File: config.mk
export PLATFORM = sky130hd
export DESIGN_NAME = bar_graph_page_renderer_unit_flat
export DESIGN_NICKNAME = d
export VERILOG_FILES = /design/src/hw/rtl/bgpr_pkg.sv /design/src/hw/rtl/bgpr_if.sv /design/src/hw/rtl/bgpr_front.sv /design/src/hw/rtl/bgpr_queue.sv /design/src/hw/rtl/bgpr_back.sv /design/src/hw/rtl/bar_graph_page_renderer_unit.sv /design/src/flat_wrapper.sv
export SDC_FILE = /design/constraint.sdc
export NUM_CORES = 1
export LEC_CHECK = 0
export BUFFER_PORTS_ARGS = -buffer_cell sky130_fd_sc_hd__buf_4
export CELL_PAD_IN_SITES_DETAIL_PLACEMENT = 1
export CELL_PAD_IN_SITES_GLOBAL_PLACEMENT = 2
export CORE_ASPECT_RATIO = 0.75
export CORE_MARGIN = 2
export CORE_UTILIZATION = 49
export CTS_CLUSTER_DIAMETER = 120
export DETAILED_ROUTE_END_ITERATION = 16
export PLACE_DENSITY = 0.84
export SYNTH_ARGS = -nofsm -noshare
export SYNTH_HDL_FRONTEND = slang
export SYNTH_SLANG_ARGS = --single-unit
File: constraint.sdc
create_clock -name clk -period 4.3 [get_ports clk]
set_clock_uncertainty 0.05 [all_clocks]
set_input_delay 0.86 -clock clk [delete_from_list [all_inputs] [get_ports clk]]
set_output_delay 0.86 -clock clk [all_outputs]
set_load 0.02 [all_outputs]
File: src/hw/rtl/bgpr_pkg.sv
// bar graph page renderer: shared constants, operation and register codes
// and the command word passed from the front end to the divider back end
// depends on nothing
`timescale 1ns / 1ps
`default_nettype none

package bgpr_pkg;

  // geometry of the graph
  localparam int COLUMNS   = 128;
  localparam int PAGE_ROWS = 4;
  localparam int GRAPH_H   = 8 * PAGE_ROWS;
  localparam int H_SHIFT   = $clog2(GRAPH_H);

  // field widths
  localparam int OP_W   = 2;
  localparam int SMP_W  = 8;
  localparam int ROW_W  = 2;
  localparam int COL_W  = 7;
  localparam int BYTE_W = 8;
  localparam int CFG_IDX_W = 2;

  // store and counter widths
  localparam int IDX_W = $clog2(COLUMNS);
  localparam int CNT_W = $clog2(COLUMNS + 1);

  // divider: numerator is span scaled by the graph height
  localparam int NUM_W  = SMP_W + H_SHIFT;
  localparam int STEP_W = $clog2(NUM_W + 1);

  // command queue depth
  localparam int Q_DEPTH = 2;
  localparam int QPTR_W  = $clog2(Q_DEPTH);
  localparam int QCNT_W  = $clog2(Q_DEPTH + 1);

  localparam logic [SMP_W-1:0] FULL_SCALE_RST = SMP_W'(75);

  typedef enum logic [OP_W-1:0] {
    OP_CLEAR = 2'd0,
    OP_LOAD  = 2'd1,
    OP_READ  = 2'd2,
    OP_NONE  = 2'd3
  } op_t;

  localparam logic [CFG_IDX_W-1:0] CFG_FLOOR = CFG_IDX_W'(0);
  localparam logic [CFG_IDX_W-1:0] CFG_SCALE = CFG_IDX_W'(1);

  // one read command for the back end
  typedef struct packed {
    logic [SMP_W-1:0] span;      // sample minus floor, 0 at or below floor
    logic [SMP_W-1:0] scale;     // scale in use at the time of the read
    logic             draw;      // column loaded and row on the graph
    logic [ROW_W-1:0] row;
  } cmd_t;

endpackage

`default_nettype wire

File: src/hw/rtl/bgpr_if.sv
// bar graph page renderer: item, result and configuration channels
// depends on bgpr_pkg
`timescale 1ns / 1ps
`default_nettype none

interface bgpr_in_if import bgpr_pkg::*; ();
  logic             valid;
  logic             ready;
  logic [OP_W-1:0]  operation;
  logic [SMP_W-1:0] sample;
  logic [ROW_W-1:0] row;
  logic [COL_W-1:0] column;

  modport source (output valid, operation, sample, row, column, input ready);
  modport sink   (input valid, operation, sample, row, column, output ready);
endinterface

interface bgpr_out_if import bgpr_pkg::*; ();
  logic              valid;
  logic              ready;
  logic [BYTE_W-1:0] pixel_byte;
  logic              scale_valid;

  modport source (output valid, pixel_byte, scale_valid, input ready);
  modport sink   (input valid, pixel_byte, scale_valid, output ready);
endinterface

interface bgpr_cfg_if import bgpr_pkg::*; ();
  logic                 valid;
  logic                 ready;
  logic [CFG_IDX_W-1:0] index;
  logic [SMP_W-1:0]     data;

  modport source (output valid, index, data, input ready);
  modport sink   (input valid, index, data, output ready);
endinterface

`default_nettype wire

File: src/hw/rtl/bgpr_front.sv
// bar graph page renderer front end: configuration registers, sample store,
// sample count and running span maximum; turns read words into commands
// depends on bgpr_pkg and bgpr_if
`timescale 1ns / 1ps
`default_nettype none

module bgpr_front import bgpr_pkg::*; (
  input  wire logic   clk,
  input  wire logic   rst,
  bgpr_in_if.sink     items,
  bgpr_cfg_if.sink    cfg,
  output logic        q_push,
  output cmd_t        q_cmd,
  input  wire logic   q_full
);

  logic [SMP_W-1:0] floor_value;
  logic [SMP_W-1:0] full_scale;
  logic [CNT_W-1:0] sample_count;
  logic [SMP_W-1:0] span_max;
  logic             rd_pend;

  // captured with a read word
  logic [SMP_W-1:0] rd_data;
  logic [SMP_W-1:0] rd_scale;
  logic             rd_draw;
  logic [ROW_W-1:0] rd_row;

  logic [SMP_W-1:0] sample_store [COLUMNS];

  logic             in_acc;
  logic             store_room;
  logic             smp_above;
  logic [SMP_W-1:0] smp_span;
  logic             col_ok;
  logic             row_ok;

  assign items.ready = !rd_pend;
  assign cfg.ready   = 1'b1;
  assign in_acc      = items.valid && items.ready;

  assign store_room = sample_count < CNT_W'(COLUMNS);
  assign smp_above  = items.sample > floor_value;
  assign smp_span   = items.sample - floor_value;
  assign col_ok     = CNT_W'(items.column) < sample_count;
  assign row_ok     = (ROW_W + 4)'(items.row) < (ROW_W + 4)'(PAGE_ROWS);

  // control state and registers
  always_ff @(posedge clk) begin
    if (rst) begin
      floor_value  <= '0;
      full_scale   <= FULL_SCALE_RST;
      sample_count <= '0;
      span_max     <= '0;
      rd_pend      <= 1'b0;
    end else begin
      if (cfg.valid) begin
        case (cfg.index)
          CFG_FLOOR: floor_value <= cfg.data;
          CFG_SCALE: full_scale  <= cfg.data;
          default:   ;
        endcase
      end
      if (q_push) begin
        rd_pend <= 1'b0;
      end
      if (in_acc) begin
        unique case (op_t'(items.operation))
          OP_CLEAR: begin
            sample_count <= '0;
            span_max     <= '0;
          end
          OP_LOAD: begin
            if (store_room) begin
              sample_count <= sample_count + CNT_W'(1);
              if (smp_above && smp_span > span_max) begin
                span_max <= smp_span;
              end
            end
          end
          OP_READ: rd_pend <= 1'b1;
          OP_NONE: ;
        endcase
      end
    end
  end

  // read word capture
  always_ff @(posedge clk) begin
    if (in_acc && op_t'(items.operation) == OP_READ) begin
      rd_scale <= (full_scale != '0) ? full_scale : span_max;
      rd_draw  <= col_ok && row_ok;
      rd_row   <= items.row;
    end
  end

  // sample store, one write and one registered read
  always_ff @(posedge clk) begin
    if (in_acc && op_t'(items.operation) == OP_LOAD && store_room) begin
      sample_store[sample_count[IDX_W-1:0]] <= items.sample;
    end
    if (in_acc && op_t'(items.operation) == OP_READ) begin
      rd_data <= sample_store[IDX_W'(items.column)];
    end
  end

  // command towards the back end
  assign q_push      = rd_pend && !q_full;
  assign q_cmd.span  = (rd_draw && rd_data > floor_value) ? rd_data - floor_value : '0;
  assign q_cmd.scale = rd_scale;
  assign q_cmd.draw  = rd_draw;
  assign q_cmd.row   = rd_row;

endmodule

`default_nettype wire

File: src/hw/rtl/bgpr_queue.sv
// bar graph page renderer: short command queue between front and back end
// depends on bgpr_pkg
`timescale 1ns / 1ps
`default_nettype none

module bgpr_queue import bgpr_pkg::*; (
  input  wire logic clk,
  input  wire logic rst,
  input  wire logic push,
  input  wire cmd_t push_cmd,
  output logic      full,
  input  wire logic pop,
  output cmd_t      head,
  output logic      empty
);

  cmd_t              entries [Q_DEPTH];
  logic [QPTR_W-1:0] wr_ptr;
  logic [QPTR_W-1:0] rd_ptr;
  logic [QCNT_W-1:0] count;

  assign full  = count == QCNT_W'(Q_DEPTH);
  assign empty = count == '0;
  assign head  = entries[rd_ptr];

  // pointers and fill level
  always_ff @(posedge clk) begin
    if (rst) begin
      wr_ptr <= '0;
      rd_ptr <= '0;
      count  <= '0;
    end else begin
      if (push) begin
        wr_ptr <= (wr_ptr == QPTR_W'(Q_DEPTH - 1)) ? '0 : wr_ptr + QPTR_W'(1);
      end
      if (pop) begin
        rd_ptr <= (rd_ptr == QPTR_W'(Q_DEPTH - 1)) ? '0 : rd_ptr + QPTR_W'(1);
      end
      if (push && !pop) begin
        count <= count + QCNT_W'(1);
      end else if (pop && !push) begin
        count <= count - QCNT_W'(1);
      end
    end
  end

  // entry storage
  always_ff @(posedge clk) begin
    if (push) begin
      entries[wr_ptr] <= push_cmd;
    end
  end

endmodule

`default_nettype wire

File: src/hw/rtl/bgpr_back.sv
// bar graph page renderer back end: serial divider for the bar height,
// page byte forming and the result register
// depends on bgpr_pkg and bgpr_if
`timescale 1ns / 1ps
`default_nettype none

module bgpr_back import bgpr_pkg::*; (
  input  wire logic clk,
  input  wire logic rst,
  input  wire cmd_t q_head,
  input  wire logic q_empty,
  output logic      q_pop,
  bgpr_out_if.source results
);

  typedef enum logic [2:0] {
    ST_IDLE = 3'b001,
    ST_DIV  = 3'b010,
    ST_HOLD = 3'b100
  } state_t;

  state_t            state;
  state_t            state_next;
  logic [STEP_W-1:0] step;
  logic [NUM_W-1:0]  num;
  logic [SMP_W-1:0]  rem;
  logic [SMP_W-1:0]  scale;
  logic              draw;
  logic [ROW_W-1:0]  row;

  logic              out_valid;
  logic [BYTE_W-1:0] out_byte;
  logic              out_scale_ok;

  logic [SMP_W:0]    trial;
  logic              ge;
  logic [SMP_W-1:0]  height;
  logic [SMP_W-1:0]  base;
  logic [SMP_W-1:0]  above;
  logic [3:0]        npix;
  logic [BYTE_W-1:0] byte_val;
  logic              load_out;

  // one restoring step per cycle
  assign trial = {rem, num[NUM_W-1]};
  assign ge    = trial >= {1'b0, scale};

  // saturated height and pixels in this page
  assign height = (num > NUM_W'(255)) ? 8'hFF : num[SMP_W-1:0];
  assign base   = SMP_W'(ROW_W'(PAGE_ROWS - 1) - row) << 3;
  assign above  = height - base;
  always_comb begin
    if (height <= base) begin
      npix = 4'd0;
    end else if (above >= SMP_W'(8)) begin
      npix = 4'd8;
    end else begin
      npix = above[3:0];
    end
  end
  assign byte_val = (draw && scale != '0) ? ~(8'hFF >> npix) : '0;

  assign q_pop    = (state == ST_IDLE) && !q_empty;
  assign load_out = (state == ST_HOLD) && (!out_valid || results.ready);

  // sequencer
  always_comb begin
    state_next = state;
    unique case (state)
      ST_IDLE: if (!q_empty) state_next = ST_DIV;
      ST_DIV:  if (step == STEP_W'(NUM_W - 1)) state_next = ST_HOLD;
      ST_HOLD: if (load_out) state_next = ST_IDLE;
      default: state_next = ST_IDLE;
    endcase
  end

  always_ff @(posedge clk) begin
    if (rst) begin
      state     <= ST_IDLE;
      out_valid <= 1'b0;
    end else begin
      state <= state_next;
      if (load_out) begin
        out_valid <= 1'b1;
      end else if (results.ready) begin
        out_valid <= 1'b0;
      end
    end
  end

  // divider datapath
  always_ff @(posedge clk) begin
    if (q_pop) begin
      num   <= {q_head.span, H_SHIFT'(0)};
      rem   <= '0;
      scale <= q_head.scale;
      draw  <= q_head.draw;
      row   <= q_head.row;
      step  <= '0;
    end else if (state == ST_DIV) begin
      num  <= {num[NUM_W-2:0], ge};
      rem  <= ge ? SMP_W'(trial - {1'b0, scale}) : trial[SMP_W-1:0];
      step <= step + STEP_W'(1);
    end
  end

  // result register
  always_ff @(posedge clk) begin
    if (load_out) begin
      out_byte     <= byte_val;
      out_scale_ok <= scale != '0;
    end
  end

  assign results.valid       = out_valid;
  assign results.pixel_byte  = out_byte;
  assign results.scale_valid = out_scale_ok;

endmodule

`default_nettype wire

File: src/hw/rtl/bar_graph_page_renderer_unit.sv
// Bar graph page renderer for a 4-page (32 pixel) monochrome display. Clear
// and load words produce no result. A read word reads the store at
// acceptance and its command is pushed once the queue has room; words are
// held off while it waits. A command queue of two entries hands it to the
// back end, whose serial divider works out 32*(sample-floor)/scale one
// quotient bit a cycle. The back end fetches a command, divides, then fills
// the result register, and fetches the next command only once the result
// register has been loaded. The front end keeps taking clear and load words
// while earlier reads are still in the divider. Configuration writes are
// taken every cycle and are meant for idle periods only.
// depends on bgpr_pkg, bgpr_if, bgpr_front, bgpr_queue, bgpr_back
`timescale 1ns / 1ps
`default_nettype none

module bar_graph_page_renderer_unit import bgpr_pkg::*; (
  input  wire logic  clk,
  input  wire logic  rst,
  bgpr_in_if.sink    items,
  bgpr_cfg_if.sink   cfg,
  bgpr_out_if.source results
);

  logic q_push;
  logic q_full;
  logic q_pop;
  logic q_empty;
  cmd_t q_cmd;
  cmd_t q_head;

  // front end
  bgpr_front u_front (
    .clk    (clk),
    .rst    (rst),
    .items  (items),
    .cfg    (cfg),
    .q_push (q_push),
    .q_cmd  (q_cmd),
    .q_full (q_full)
  );

  // command queue
  bgpr_queue u_queue (
    .clk      (clk),
    .rst      (rst),
    .push     (q_push),
    .push_cmd (q_cmd),
    .full     (q_full),
    .pop      (q_pop),
    .head     (q_head),
    .empty    (q_empty)
  );

  // divider back end
  bgpr_back u_back (
    .clk     (clk),
    .rst     (rst),
    .q_head  (q_head),
    .q_empty (q_empty),
    .q_pop   (q_pop),
    .results (results)
  );

  // queue never written when full nor read when empty
  a_no_overflow: assert property (@(posedge clk) disable iff (rst)
    q_push |-> !q_full)
    else $error("command queue written while full");

  a_no_underflow: assert property (@(posedge clk) disable iff (rst)
    q_pop |-> !q_empty)
    else $error("command queue read while empty");

  // a zero scale draws nothing
  a_zero_scale: assert property (@(posedge clk) disable iff (rst)
    (results.valid && !results.scale_valid) |-> (results.pixel_byte == '0))
    else $error("pixels drawn with zero scale");

  // a pushed command reaches the queue
  a_push_lands: assert property (@(posedge clk) disable iff (rst)
    q_push |=> !q_empty)
    else $error("pushed command lost");

endmodule

`default_nettype wire

File: src/flat_wrapper.sv
// flat-port wrapper written by rule: the top's interface ports become plain ports
module bar_graph_page_renderer_unit_flat import bgpr_pkg::*;
  (clk, rst, items_valid, items_operation, items_sample, items_row, items_column, items_ready, cfg_valid, cfg_index, cfg_data, cfg_ready, results_valid, results_pixel_byte, results_scale_valid, results_ready);
  bgpr_in_if items_i ();
  bgpr_cfg_if cfg_i ();
  bgpr_out_if results_i ();
  input  wire logic clk;
  input  wire logic rst;
  input wire logic [$bits(items_i.valid)-1:0] items_valid;
  input wire logic [$bits(items_i.operation)-1:0] items_operation;
  input wire logic [$bits(items_i.sample)-1:0] items_sample;
  input wire logic [$bits(items_i.row)-1:0] items_row;
  input wire logic [$bits(items_i.column)-1:0] items_column;
  output wire logic [$bits(items_i.ready)-1:0] items_ready;
  input wire logic [$bits(cfg_i.valid)-1:0] cfg_valid;
  input wire logic [$bits(cfg_i.index)-1:0] cfg_index;
  input wire logic [$bits(cfg_i.data)-1:0] cfg_data;
  output wire logic [$bits(cfg_i.ready)-1:0] cfg_ready;
  output wire logic [$bits(results_i.valid)-1:0] results_valid;
  output wire logic [$bits(results_i.pixel_byte)-1:0] results_pixel_byte;
  output wire logic [$bits(results_i.scale_valid)-1:0] results_scale_valid;
  input wire logic [$bits(results_i.ready)-1:0] results_ready;
  assign items_i.valid = items_valid;
  assign items_i.operation = items_operation;
  assign items_i.sample = items_sample;
  assign items_i.row = items_row;
  assign items_i.column = items_column;
  assign items_ready = items_i.ready;
  assign cfg_i.valid = cfg_valid;
  assign cfg_i.index = cfg_index;
  assign cfg_i.data = cfg_data;
  assign cfg_ready = cfg_i.ready;
  assign results_valid = results_i.valid;
  assign results_pixel_byte = results_i.pixel_byte;
  assign results_scale_valid = results_i.scale_valid;
  assign results_i.ready = results_ready;
  bar_graph_page_renderer_unit u_core (.clk(clk), .rst(rst), .items(items_i), .cfg(cfg_i), .results(results_i));
endmodule
==> results.json <==
{
  "totalWireLength_um": 120000,
  "wl_met2_um": 56300,
  "drc": 0,
  "power_uw": 24500,
  "netlist_top_cells_area": "edfxtp_1 72%, mux4_2 9.2%, dfxtp_1 2.5%",
  "multi_input_area_um2": 11100,
  "drive_gt1_share_pct": 22.0,
  "synth.yosys.seq_area_share_pct": 74.3,
  "clkTransAtPathRegs_ps": 60,
  "async_flop_share_pct": 0,
  "cts-resized-gates": 0,
  "die_h_um": 271,
  "dpl_cell_area_um2": 48900,
  "grt_antenna_before_repair": 6,
  "synth_nets": 2595,
  "antenna_left": 0,
  "p_per_area_nw_per_um2": 467,
  "fmax_ghz": 0.268,
  "finalCriticalPeriod_ps": 3730,
  "crit_type": "reg2reg",
  "slew-limit-headroom_pct": 9.31,
  "maxUsedRoutingLayer": "met5",
  "pwr-share-clk_pct": 39.8,
  "syn_area_um2": 46400,
  "fillers": 8165,
  "combPwrFrac_pct": 7.9,
  "vias": 24600,
  "rsz0062_at_grt": "no",
  "cts_tree": "built",
  "end_kind": "register",
  "power_frac_seq_pct": 52.3,
  "stdcell_area_um2": 52400,
  "io_pins": 46,
  "yosys.cell_count.top_type": "edfxtp_1",
  "synth_seq_cells": 1168,
  "finalHoldViolCount": 0,
  "core_area_um2": 93600,
  "cp_num_buf_inv": 1,
  "status": "complete, no violations",
  "wl_per_cell_um": 30.0,
  "maxCapViolations": 0,
  "grt_pass1_vias": 25900,
  "worst_ep_arrival_time_ps": 4340,
  "slew_viol_final": 0,
  "io_buffers": 44,
  "synth_compound_area_share_pct": 5.31,
  "viasPerCell": 6.16,
  "synth_xor_area_share_pct": 0.510,
  "timing.final.crit_share_pct": 86.8,
  "cts_max_level": 3,
  "synth_top_area_share_pct": 71.8,
  "dp_hpwl_um": 75800,
  "yosys.area.top_type": "edfxtp_1",
  "worstMarginPinSlew_ps": 1350,
  "root_buffer": "clkbuf_16",
  "grt_max_degree": 129,
  "gp_congestion": 0.849,
  "grt_usage_pct": 24.7,
  "netlist_instances": 2513,
  "overflow": 0,
  "internal_power_uw": 18900,
  "grt_pass1_wl_um": 176000,
  "setup_viol": 0,
  "dr.pass1.iters": 7,
  "muxShareOfSynthArea_pct": 13.0,
  "critPathRequiredTime_ps": 4910,
  "worst_skew_pair.late_latency_ps": 720,
  "layout-area-overhead-vs-synth_pct": 12.9,
  "cp_slowest_stage_delay_ps": 540,
  "synthAdderAreaFrac_pct": 1.36,
  "initial_utilization_pct": 49.6,
  "p_leak_uw": 0.0169,
  "met1_length_um": 50600,
  "cts_sinks": 1168,
  "path_max_fanout": 8,
  "yosys_warnings": 0,
  "path_cells": "ha_1 > inv_1 > fa_1 > nand2_1 > a21oi_1 > or2_2 > a21oi_1 > xnor2_1 > ha_1 > and3_1 > a41oi_1 > nand2_1 > nor4_2 > a22o_1",
  "dieWidth_um": 359,
  "yosysUniqueCellTypes": 69,
  "synth-main-ff-cell": "edfxtp_1",
  "cp_slowest_cell": "nor4_2",
  "syn_area_per_cell_um2": 18.5,
  "num_antenna_cells": 0,
  "synth-edff-count": 1109,
  "num_rows": 97,
  "regArea_um2": 34500,
  "ir_drop_mv": 0.365,
  "critPathTopFamily": "simple AND/OR/NAND/NOR gates",
  "synth_top_family_by_area": "multiplexers",
  "p_sw_uw": 5610,
  "num-nets-final": 2743,
  "numCtsBuffers": 108,
  "yosys-top-cells-count": "1109 x edfxtp_1, 225 x nor2_1, 189 x mux4_2, 84 x mux2i_1, 80 x a22oi_1",
  "dieArea_um2": 97200,
  "start_kind": "register",
  "clockBufferDepth": 3,
  "holdBufCountCts": 0,
  "cts_setup_buffers": 0,
  "wl_met3_um": 9780,
  "drt-initial-drc-count": 2740,
  "hold_class": "in2reg",
  "yosys.area_share.simple_pct": 3.77,
  "swShare_pct": 22.9
}
sequential cells by signal (all words and copies together) (netlist names), 3 cells and up, named ones only:
register	cells
u_core.u_back.num	13
u_core.u_back.rem	8
u_core.u_back.results.pixel_byte	8
u_core.u_back.scale	8
u_core.u_back.state	3
u_core.u_back.step	4
u_core.u_front.floor_value	8
u_core.u_front.full_scale	8
u_core.u_front.rd_data	8
u_core.u_front.rd_scale	8
u_core.u_front.sample_count	8
u_core.u_front.sample_store	1024
u_core.u_front.span_max	8
u_core.u_queue.entries	38
worst register-to-register path, cell delays in order, from the launching register on:
cell	delay [ps]
dfxtp_1	420
ha_1	220
inv_1	80
fa_1	410
nand2_1	120
a21oi_1	80
or2_2	300
a21oi_1	180
xnor2_1	200
ha_1	300
and3_1	190
a41oi_1	220
nand2_1	130
nor4_2	540
a22o_1	250
per-stage QoR:
stage	TNS, ps	setup slack, ps	utilization, %	hold slack [ps]	instances
global placement	0	86.5	52.2	379	3788
floorplan	0	626	-	371	2513
global route	0	259	56.0	258	3986
detailed placement	-262	-36.6	52.2	392	3788
CTS	0	577	56.0	231	3986
finish	0	567	56.0	275	3986
layout make-up:
class	count	share of cell area [%]
sequential	1168	65.8
multi-input combinational	1164	21.2
clock buffer	138	5.53
tap	1237	2.95
timing repair buffer	166	2.84
clock inverter	60	1.27
inverter	53	0.380
power groups by stage:
stage / registers, uW / clock network [uW] / logic [uW]
5_1_grt: 12800 / 10300 / 2110
6_report: 12800 / 9740 / 1940
3_3_place_gp: 13000 / 0 / 1820
2_1_floorplan: 13000 / 0 / 1200
4_1_cts: 12800 / 9880 / 1950
3_5_place_dp: 13000 / 0 / 1930
layout by cell type (no fill, tap or decap), drive strengths merged, types with 6 or more instances in the layout:
| cell | count |
|---|---|
| clkinv | 38 |
| nand3b | 6 |
| a22o | 24 |
| nand4 | 8 |
| nor2b | 17 |
| buf | 166 |
| nand2b | 9 |
| or2 | 6 |
| xnor2 | 21 |
| edfxtp | 1109 |
| o22ai | 26 |
| a221oi | 16 |
| xor2 | 6 |
| bufinv | 12 |
| clkbuf | 138 |
| nor4 | 6 |
| nor3 | 16 |
| a21o | 13 |
| ha | 44 |
| mux2 | 75 |
| nor2 | 225 |
| inv | 58 |
| mux4 | 192 |
| nand2 | 50 |
| a221o | 16 |
| dfxtp | 59 |
| o21ai | 64 |
| mux2i | 84 |
| a22oi | 80 |
| o31ai | 6 |
| a21oi | 51 |
| o221ai | 25 |
| nand3 | 24 |
routing by layer:
layer | vias up | global-route usage, %
li1 | 10400 | -
met1 | 13000 | 35.0
met2 | 965 | 38.9
met3 | 181 | 5.71
met4 | 6 | 6.62
met5 | - | 0
final timing paths:
kind / endpoint / startpoint / slack (ps) / cells past startpoint
worst min register to register: u_core.u_queue.entries[1][5] / u_core.u_front.rd_scale[2] / 410 / 0
worst max-delay path: u_core.u_front.span_max[7] / u_core.u_front.floor_value[0] / 570 / 14
worst min-delay path: u_core.u_front.rd_row[0] / items_row[0] / 280 / 1
worst max register to register: u_core.u_front.span_max[7] / u_core.u_front.floor_value[0] / 570 / 14
cells by family (layout without fill, tap and decap cells):
family	count (synthesis)	after routing
other	1	1
flip-flops	1168	1168
adder cells (fa/ha/maj)	48	48
XOR/XNOR	27	27
buffers and inverters	181	417
multiplexers	351	351
AND/OR/NAND/NOR	391	391
AO/OA/AOI/OAI	346	346
Note: power is estimated with default switching activity, not from simulation.
